==> src/rtl/tccb_pkg.sv <==
// Shared types and constants of the text console cell buffer.
package tccb_pkg;

  // Field widths of the request and result channels.
  localparam int unsigned CmdW      = 3;
  localparam int unsigned CharW     = 8;
  localparam int unsigned ReqRowW   = 5;
  localparam int unsigned ReqColW   = 7;
  localparam int unsigned CfgRowsW  = 6;
  localparam int unsigned CfgColsW  = 8;
  localparam int unsigned CfgIndexW = 1;
  localparam int unsigned CfgDataW  = 8;

  // Reset values of the configuration registers.
  localparam logic [CfgRowsW-1:0] RowsUsedReset    = 6'd25;
  localparam logic [CfgColsW-1:0] ColumnsUsedReset = 8'd80;

  // Configuration register indexes.
  localparam logic [CfgIndexW-1:0] CfgIdxRowsUsed    = 1'b0;
  localparam logic [CfgIndexW-1:0] CfgIdxColumnsUsed = 1'b1;

  // Command codes carried by a request.
  typedef enum logic [CmdW-1:0] {
    CMD_PUT_CHAR  = 3'd0,
    CMD_BACKSPACE = 3'd1,
    CMD_NEWLINE   = 3'd2,
    CMD_CLEAR     = 3'd3,
    CMD_READ_CELL = 3'd4
  } cmd_e;

  // Configuration register contents handed to the controller.
  typedef struct packed {
    logic [CfgRowsW-1:0] rows_used;
    logic [CfgColsW-1:0] columns_used;
  } cfg_t;

endpackage

==> src/rtl/tccb_modsub.sv <==
// Shared compare-and-subtract unit used for all row arithmetic modulo the rows in use.
module tccb_modsub import tccb_pkg::*; #(
  parameter int unsigned W = 6
) (
  input  logic [W-1:0] x_i,
  input  logic [W-1:0] m_i,
  output logic [W-1:0] y_o,
  output logic         ge_o
);

  // One reduction step: subtract the modulus when the value reaches it.
  always_comb begin
    ge_o = (x_i >= m_i);
    y_o  = ge_o ? (x_i - m_i) : x_i;
  end

endmodule

==> src/rtl/tccb_ctrl.sv <==
// Command sequencer: cursor, top row offset, sweeps and the result register.
module tccb_ctrl import tccb_pkg::*; #(
  parameter int unsigned MAX_ROWS = 32,
  parameter int unsigned MAX_COLS = 128,
  parameter int unsigned DEPTH    = MAX_ROWS * MAX_COLS,
  parameter int unsigned AW       = $clog2(DEPTH)
) (
  input  logic                clk_i,
  input  logic                rst_ni,
  input  cfg_t                cfg_i,
  // Request channel
  input  logic                in_valid_i,
  output logic                in_stall_o,
  input  logic [CmdW-1:0]     cmd_i,
  input  logic [CharW-1:0]    char_code_i,
  input  logic [ReqRowW-1:0]  read_row_i,
  input  logic [ReqColW-1:0]  read_col_i,
  // Result channel
  output logic                out_valid_o,
  input  logic                out_stall_i,
  output logic [ReqRowW-1:0]  cursor_row_o,
  output logic [ReqColW-1:0]  cursor_col_o,
  output logic [CharW-1:0]    read_char_o,
  output logic                scrolled_o,
  // Cell store port
  output logic                mem_we_o,
  output logic                mem_re_o,
  output logic [AW-1:0]       mem_addr_o,
  output logic [CharW-1:0]    mem_wdata_o,
  input  logic [CharW-1:0]    mem_rdata_i
);

  localparam int unsigned ROW_W = $clog2(MAX_ROWS);
  localparam int unsigned COL_W = $clog2(MAX_COLS);
  localparam int unsigned RN_W  = $clog2(MAX_ROWS + 1);
  localparam int unsigned CN_W  = $clog2(MAX_COLS + 1);
  localparam int unsigned SW    = $clog2(2 * MAX_ROWS);

  typedef enum logic [3:0] {
    S_IDLE,
    S_NORM,
    S_ADDR,
    S_EXEC,
    S_SCROLL,
    S_PUTCH,
    S_CLEAR,
    S_RDWAIT,
    S_DONE
  } state_e;

  state_e              state_q;
  logic [CmdW-1:0]     cmd_q;
  logic [CharW-1:0]    ch_q;
  logic [ReqRowW-1:0]  rr_q;
  logic [ReqColW-1:0]  rc_q;
  logic [ROW_W-1:0]    cur_row_q;
  logic [COL_W-1:0]    cur_col_q;
  logic [ROW_W-1:0]    off_q;
  logic [ROW_W-1:0]    phys_q;
  logic [COL_W-1:0]    tcol_q;
  logic [ROW_W-1:0]    scroll_row_q;
  logic [AW-1:0]       sweep_q;
  logic                put_pend_q;
  logic                report_q;
  logic                scr_q;
  logic [CharW-1:0]    rd_q;
  logic                out_valid_q;
  logic [ReqRowW-1:0]  out_row_q;
  logic [ReqColW-1:0]  out_col_q;
  logic [CharW-1:0]    out_char_q;
  logic                out_scr_q;

  logic [RN_W-1:0]     eff_rows;
  logic [CN_W-1:0]     eff_cols;
  logic [ROW_W-1:0]    sat_row;
  logic [COL_W-1:0]    sat_col;
  logic                col_last;
  logic                row_last;
  logic                read_ok;
  logic [SW-1:0]       ms_x;
  logic [SW-1:0]       ms_m;
  logic [SW-1:0]       ms_y;
  logic                ms_ge;
  logic [SW-1:0]       vrow;

  // Store address of a physical row and column.
  function automatic logic [AW-1:0] cell_addr(input logic [ROW_W-1:0] r,
                                              input logic [COL_W-1:0] c);
    return AW'(32'(r) * MAX_COLS + 32'(c));
  endfunction

  // Rows and columns in use, saturated to the supported range.
  always_comb begin
    if (cfg_i.rows_used == '0) begin
      eff_rows = RN_W'(1);
    end else if (32'(cfg_i.rows_used) > MAX_ROWS) begin
      eff_rows = RN_W'(MAX_ROWS);
    end else begin
      eff_rows = RN_W'(cfg_i.rows_used);
    end
    if (cfg_i.columns_used == '0) begin
      eff_cols = CN_W'(1);
    end else if (32'(cfg_i.columns_used) > MAX_COLS) begin
      eff_cols = CN_W'(MAX_COLS);
    end else begin
      eff_cols = CN_W'(cfg_i.columns_used);
    end
  end

  // Cursor pulled back inside a screen that may have shrunk.
  always_comb begin
    sat_row = (RN_W'(cur_row_q) >= eff_rows) ? ROW_W'(eff_rows - RN_W'(1)) : cur_row_q;
    sat_col = (CN_W'(cur_col_q) >= eff_cols) ? COL_W'(eff_cols - CN_W'(1)) : cur_col_q;
  end

  // Position tests used while a command executes.
  always_comb begin
    col_last = !((CN_W'(cur_col_q) + CN_W'(1)) < eff_cols);
    row_last = !((RN_W'(cur_row_q) + RN_W'(1)) < eff_rows);
    read_ok  = (32'(rr_q) < 32'(eff_rows)) && (32'(rc_q) < 32'(eff_cols));
  end

  // Operand selection for the shared modulo unit.
  always_comb begin
    vrow = (cmd_q == CMD_READ_CELL) ? SW'(rr_q) : SW'(cur_row_q);
    ms_m = SW'(eff_rows);
    case (state_q)
      S_NORM:  ms_x = SW'(off_q);
      S_ADDR:  ms_x = SW'(off_q) + vrow;
      default: ms_x = SW'(off_q) + SW'(1);
    endcase
  end

  tccb_modsub #(
    .W (SW)
  ) u_modsub (
    .x_i  (ms_x),
    .m_i  (ms_m),
    .y_o  (ms_y),
    .ge_o (ms_ge)
  );

  // Cell store access for the current step.
  always_comb begin
    mem_we_o    = 1'b0;
    mem_re_o    = 1'b0;
    mem_addr_o  = cell_addr(phys_q, tcol_q);
    mem_wdata_o = '0;
    case (state_q)
      S_EXEC: begin
        case (cmd_q)
          CMD_PUT_CHAR: begin
            mem_we_o    = !col_last || !row_last;
            mem_wdata_o = ch_q;
          end
          CMD_BACKSPACE, CMD_NEWLINE: begin
            mem_we_o = 1'b1;
          end
          CMD_READ_CELL: begin
            mem_re_o = read_ok;
          end
          default: begin
            mem_we_o = 1'b0;
          end
        endcase
      end
      S_SCROLL: begin
        mem_we_o   = 1'b1;
        mem_addr_o = cell_addr(scroll_row_q, COL_W'(sweep_q));
      end
      S_PUTCH: begin
        mem_we_o    = 1'b1;
        mem_wdata_o = ch_q;
      end
      S_CLEAR: begin
        mem_we_o   = 1'b1;
        mem_addr_o = sweep_q;
      end
      default: begin
        mem_we_o = 1'b0;
      end
    endcase
  end

  // Sequencer, console state and result register.
  always_ff @(posedge clk_i or negedge rst_ni) begin
    if (!rst_ni) begin
      state_q      <= S_CLEAR;
      cmd_q        <= '0;
      ch_q         <= '0;
      rr_q         <= '0;
      rc_q         <= '0;
      cur_row_q    <= '0;
      cur_col_q    <= '0;
      off_q        <= '0;
      phys_q       <= '0;
      tcol_q       <= '0;
      scroll_row_q <= '0;
      sweep_q      <= '0;
      put_pend_q   <= 1'b0;
      report_q     <= 1'b0;
      scr_q        <= 1'b0;
      rd_q         <= '0;
      out_valid_q  <= 1'b0;
      out_row_q    <= '0;
      out_col_q    <= '0;
      out_char_q   <= '0;
      out_scr_q    <= 1'b0;
    end else begin
      // A taken result frees the register unless a new one replaces it now.
      if (out_valid_q && !out_stall_i && (state_q != S_DONE)) begin
        out_valid_q <= 1'b0;
      end
      case (state_q)
        S_IDLE: begin
          if (in_valid_i) begin
            cmd_q     <= cmd_i;
            ch_q      <= char_code_i;
            rr_q      <= read_row_i;
            rc_q      <= read_col_i;
            cur_row_q <= sat_row;
            cur_col_q <= sat_col;
            scr_q     <= 1'b0;
            rd_q      <= '0;
            report_q  <= 1'b1;
            state_q   <= S_NORM;
          end
        end
        S_NORM: begin
          // Reduce the top offset one subtraction per cycle.
          if (ms_ge) begin
            off_q <= ROW_W'(ms_y);
          end else begin
            state_q <= S_ADDR;
          end
        end
        S_ADDR: begin
          phys_q  <= ROW_W'(ms_y);
          tcol_q  <= (cmd_q == CMD_READ_CELL) ? COL_W'(rc_q) : cur_col_q;
          state_q <= S_EXEC;
        end
        S_EXEC: begin
          case (cmd_q)
            CMD_PUT_CHAR, CMD_NEWLINE: begin
              if ((cmd_q == CMD_PUT_CHAR) && !col_last) begin
                cur_col_q <= cur_col_q + COL_W'(1);
                state_q   <= S_DONE;
              end else begin
                cur_col_q <= '0;
                if (!row_last) begin
                  cur_row_q <= cur_row_q + ROW_W'(1);
                  state_q   <= S_DONE;
                end else begin
                  // Scroll: the old top row becomes the new, blank bottom row.
                  scroll_row_q <= off_q;
                  off_q        <= ROW_W'(ms_y);
                  scr_q        <= 1'b1;
                  sweep_q      <= '0;
                  put_pend_q   <= (cmd_q == CMD_PUT_CHAR);
                  state_q      <= S_SCROLL;
                end
              end
            end
            CMD_BACKSPACE: begin
              if (cur_col_q != '0) begin
                cur_col_q <= cur_col_q - COL_W'(1);
              end
              state_q <= S_DONE;
            end
            CMD_CLEAR: begin
              cur_row_q <= '0;
              cur_col_q <= '0;
              off_q     <= '0;
              sweep_q   <= '0;
              state_q   <= S_CLEAR;
            end
            CMD_READ_CELL: begin
              state_q <= read_ok ? S_RDWAIT : S_DONE;
            end
            default: begin
              state_q <= S_DONE;
            end
          endcase
        end
        S_SCROLL: begin
          if (sweep_q == AW'(MAX_COLS - 1)) begin
            state_q <= put_pend_q ? S_PUTCH : S_DONE;
          end else begin
            sweep_q <= sweep_q + AW'(1);
          end
        end
        S_PUTCH: begin
          state_q <= S_DONE;
        end
        S_CLEAR: begin
          if (sweep_q == AW'(DEPTH - 1)) begin
            state_q <= report_q ? S_DONE : S_IDLE;
          end else begin
            sweep_q <= sweep_q + AW'(1);
          end
        end
        S_RDWAIT: begin
          rd_q    <= mem_rdata_i;
          state_q <= S_DONE;
        end
        S_DONE: begin
          // Load the result register once the previous result has left.
          if (!out_valid_q || !out_stall_i) begin
            out_valid_q <= 1'b1;
            out_row_q   <= ReqRowW'(cur_row_q);
            out_col_q   <= ReqColW'(cur_col_q);
            out_char_q  <= rd_q;
            out_scr_q   <= scr_q;
            state_q     <= S_IDLE;
          end
        end
        default: begin
          state_q <= S_IDLE;
        end
      endcase
    end
  end

  assign in_stall_o   = (state_q != S_IDLE);
  assign out_valid_o  = out_valid_q;
  assign cursor_row_o = out_row_q;
  assign cursor_col_o = out_col_q;
  assign read_char_o  = out_char_q;
  assign scrolled_o   = out_scr_q;

endmodule

==> config.mk <==
export PLATFORM = sky130hd
export DESIGN_NAME = tccb_ctrl
export DESIGN_NICKNAME = d
export VERILOG_FILES = /design/src/rtl/tccb_pkg.sv /design/src/rtl/tccb_modsub.sv /design/src/rtl/tccb_ctrl.sv
export SDC_FILE = /design/constraint.sdc
export NUM_CORES = 1
export LEC_CHECK = 0
export ABC_CLOCK_PERIOD_IN_PS = 5500
export BUFFER_PORTS_ARGS = -buffer_cell sky130_fd_sc_hd__buf_4
export CAP_MARGIN = 30
export CORE_ASPECT_RATIO = 1.4
export CORE_MARGIN = 2
export CORE_UTILIZATION = 55
export CTS_CLUSTER_SIZE = 20
export DETAILED_ROUTE_END_ITERATION = 6
export GPL_TIMING_DRIVEN = 1
export PLACE_DENSITY = 0.79
export SLEW_MARGIN = 40
export SYNTH_ARGS = -nofsm -noshare
export SYNTH_HDL_FRONTEND = slang
export SYNTH_HIERARCHICAL = 1
export SYNTH_SLANG_ARGS = --single-unit
==> constraint.sdc <==
create_clock -name clk_i -period 5.5 [get_ports clk_i]
set_clock_uncertainty 0.05 [all_clocks]
set_input_delay 0.275 -clock clk_i [delete_from_list [all_inputs] [get_ports clk_i]]
set_output_delay 0.275 -clock clk_i [all_outputs]
set_load 0.01 [all_outputs]
# Word-level counts from Yosys, hierarchy flattened
# Cells that the tools add are included.
[totals]
out_inout_bits = 45
word_cells = 171
reg_bits = 106
in_bits = 49
[op_classes]
bitwise_logic = 2
n_lt_le_gt_ge = 9
muxes = 60
n_addsub = 13
eq_ne = 34
n_reduce_logical = 32
[op_table]
columns = ["operator", "count"]
rows = [
  ["two-way mux 12 bit", 4],
  ["case mux 12 bit (2 select lines)", 2],
  ["two-way mux 5 bit", 9],
  ["two-way mux 4 bit", 10],
  ["case mux 5 bit (2 select lines)", 4],
  ["case mux 12 bit (3 select lines)", 1],
  ["two-way mux 7 bit", 5],
  ["two-way mux 8 bit", 4],
  ["case mux 4 bit (8 select lines)", 1],
  ["case mux 8 bit (2 select lines)", 2],
  ["adder 12 x 7 -> 12 bit", 2],
  ["inequality test 2 bit, second input constant", 12],
  ["case mux 7 bit (3 select lines)", 1],
  ["AND reduction 5 bit", 4],
  ["== test 4 x 3 -> 1 bit, second input constant", 4],
  ["case mux 7 bit (2 select lines)", 1],
  ["subtractor 7 x 1 -> 7 bit, second input constant", 2],
  ["adder 12 x 1 -> 12 bit, second input constant", 1],
  ["adder 5 x 1 -> 6 bit, second input constant", 2],
  ["== test 12 bit, second input constant", 1],
  ["== test 12 x 7 -> 1 bit, second input constant", 1],
  ["two-way mux 6 bit", 2],
  ["inequality test 3 bit, second input constant", 4],
  ["case mux 4 bit (3 select lines)", 1],
  ["45 further kinds", 70],
]

# Longest topological paths before layout
[depth]
depth_word = 10
depth_mapped = 26
mapped_depth_nobuf = 24

# Hierarchy
# Netlist, hierarchy kept.
[by_module_without_submodules]
columns = ["module", "cells_per_inst", "area_per_inst_um2", "n_inst", "seq_area_each_um2"]
rows = [
  ["tccb_ctrl", 738, 6705.2, 1, 2655.0],
  ["tccb_modsub", 42, 339.1, 1, 0.0],
]

# Worst setup path before layout
# OpenSTA, ideal clock, no wires.
[synth_path]
path_type = "flip-flop to flip-flop"
start = "register state_q[0]"
end = "register state_q[0]"
setup_slack_ns = 1.042
setup_ns = 0.084
arrival_ns = 4.323
period_less_slack_ns = 4.458
path_buffers = 2
path_stages_with_launch = 25
path_cell_list = "dfrtp_1 clkbuf_1 nor4b_1 buf_2 o211ai_1 ha_1 inv_1 fa_1 inv_1 a21o_1 a21oi_1 xor2_1 o21ai_0 ha_1 inv_1 a31oi_1 o21a_2 nor2_4 inv_1 nand2_1 o21ai_0 a21oi_1 nand2_1 o2bb2a_1 o21ai_0"
[synth_between]
elab_chain_len = 5
word_cells_on_any_way = 19
cone_classes = "1 x order compare; 13 x eq/ne; 2 x mux; 3 x reduce/logical"
[synth_rtl]
columns = ["item", "line", "source"]
rows = [
  ["from (decl)", "tccb_ctrl.sv:51", "state_e state_q;"],
  ["from (signal assigned)", "tccb_ctrl.sv:278", "state_q <= read_ok ? S_RDWAIT : S_DONE;"],
  ["from (signal assigned)", "tccb_ctrl.sv:287", "state_q <= put_pend_q ? S_PUTCH : S_DONE;"],
  ["from (signal assigned)", "tccb_ctrl.sv:297", "state_q <= report_q ? S_DONE : S_IDLE;"],
  ["== test 4 x 2 -> 1 bit / == test 4 x 1 -> 1 bit (equally long branches)", "tccb_ctrl.sv:127", "case (state_q)"],
  ["case mux 6 bit (2 select lines) (*)", "tccb_ctrl.sv:127", ""],
  ["via ms_x[4]", "tccb_ctrl.sv:80", "logic [SW-1:0] ms_x;"],
  ["greater-or-equal comparator 6 bit (*)", "tccb_modsub.sv:13", "ge_o = (x_i >= m_i);"],
  ["via ms_ge", "tccb_ctrl.sv:83", "logic ms_ge;"],
  ["inequality test 2 bit (no source line) (*)", "-", ""],
  ["AND reduction 5 bit (no source line) (*)", "-", ""],
]
# Mark *: on every way through the listed nets, which the timed path passes. The rest lies on a longest branch.
# A chain may end at the register's enable or synchronous reset.

# Worst setup path in the final report
[layout_path]
start = "register state_q[1]"
end = "register state_q[0]"
# Same word-level chain as after synthesis.

==> impl_results.md <==
* Status: finished, final reports clean
* Core footprint at 12400 um^2
* Initial Util at 56.5%
* Clk sinks at 106
* IO buf count at 93
* Final setup viols at 0
* Power per cell area at 646 nW/um^2
* Tightest Hold Check Type: in -> reg
* Crit path cell chain: or4b_2, a21oi_1, ha_1, a21oi_1, xor2_1, o21ai_0, ha_1, a21oi_2, a31oi_1, o21a_2, nor2_4, inv_1, nand2_1, o21ai_0, a21oi_1, nand2_1, o2bb2a_1, o21ai_0
* # DRC at 0
* Critical Path AT at 4910 ps
* Clock Latency Late Sink at 350 ps
* WP data required at 5710 ps
* CP max FO at 21
* Tmin final at 4700 ps
* GP Congestion at 0.941
* Leakage power at 3.85 nW
* Final-stage net count at 955
* Worst setup EP type: flip-flop
* Die Wd at 99.3 um
* Clock root cell: clkbuf_16
* DR pass1 iterations at 5
* Net Count, Synth at 879
* CP max stage delay at 820 ps
* First-pass GRT wire length at 29300 um
* Num CTS Buffers at 9
* Detailed Place HPWL at 13500 um
* Worst Max-Slew Pin Slew at 752 ps
* Fin crit share at 85.5%
* DRT iter0 DRCs at 398
* Cell count after synthesis at 774
* DR vias at 6000
* Final hold vios at 0
* Mean Syn Cell Area at 9.03 um^2
* Final max-slew violation count at 0
* Unrepaired setup endpoints after global routing: no
* IR Drop Worst-Case VDD at 315 uV
* Worst-path clk slew at 70 ps
* H-tree depth at 3
* Row Count at 48
* Most frequent cells in the layout: 132 x nand2_1, 104 x dfrtp_1, 99 x buf_4
* Crit Path Class: reg -> reg
* CP max stage cell: or4b_2
* Setup TNS at 0 ps
* Placed inst area at 7790 um^2
* Total track usage at 26.9%
* Synth warn at 6
* Most common cell after layout, fill and taps aside: nand2_1
* Post-Syn Area at 6990 um^2
* Postcts setup bufs at 0
* Vias in the first global route at 6200
* Die Ht at 137 um
* Via density at 5.97
* Drt wl/cell at 17.6 um
* Share of cells above drive strength 1 at 22.6%
* Total Power at 0.00526 W
* Pre-CTS setup slack at 840 ps
* WL final at 17700 um
* Max Fclk at 0.213 GHz
* CTS resizes at 0
* Fill cell count at 1009
* Max-slew headroom at 49.3%
* Syn-to-layout area delta at 16.4%
* Clock tree buffer depth at 2
* Design area at 8140 um^2
* Final core utilization at 65.8%
* Largest net degree at the start of global routing at 63
* Initial antenna violation count at 0
* Diodes inserted at 0
* CTS tree: yes
* Final WS setup at 795 ps
* Routed Antenna Nets at 0
* Max_cap viols at 0
* I/O pin count at 94
* CP Launch Type: flip-flop
* Congestion Overflow GR at 0
* Die area at 13600 um^2
## worst max-delay path, delay by kind of cell, from the launching register on
kind	cells	cell delay, ps
compound gates	10	1650
simple gates	4	1140
flops	1	810
fa+ha+maj	2	680
xor+xnor	1	160
buf+inv	1	120
## flip-flops by register name, indices dropped and copies added (netlist names), 7 cells and up
register      cells
cursor_col_o      7
sweep_q          12
rd_q              8
cur_col_q         7
rc_q              7
ch_q              8
tcol_q            7
read_char_o       8
## through the flow
stage	hold slack, ps	cells
final	73.1	1005
after global routing	78.5	1005
after CTS	66.6	1005
after detailed placement	254	988
after global placement	248	987
after floorplan	-70.6	774
## where the power goes
part	switching [W]	total [W]	internal, W	leakage, nW
sequential	0.000425	0.00157	0.00114	1.32
combinational	0.00162	0.00297	0.00135	2.37
clock	0.000315	0.000724	0.000409	0.160
total	0.00236	0.00526	0.00290	3.85
## per-layer routing
layer,global-route usage [%],vias to the layer above,routed length (um)
met5,0,-,0
met3,4.21,58,988
met4,14.9,0,694
met1,31.8,2856,7010
li1,-,2871,-
met2,46.6,215,9040
## layout make-up
type	count	area [um^2]	area share, %
sequential	106	2660	32.6
clock inverter	7	108	1.32
timing repair buffer	102	769	9.45
tap	150	188	2.31
multi-input combinational	586	4030	49.5
clock buffer	9	225	2.77
inverter	45	169	2.07
## timing repair
item                                    CTS  global route
hold buffers                              1             0
endpoints found under the setup margin    0             0
hold endpoints to repair                 44             0
## worst paths after layout
check	start	cells after the start	slack (ps)	to
min in group asynchronous	rst_ni	2	410	rc_q[2]
worst max register to register	state_q[1]	18	800	state_q[0]
max in group asynchronous	rst_ni	3	4040	put_pend_q
worst max-delay path	state_q[1]	18	800	state_q[0]
worst min register to register	report_q	2	400	report_q
worst min-delay path	mem_rdata_i[1]	3	70	rd_q[1]
Note: power is estimated with default switching activity, not from simulation.
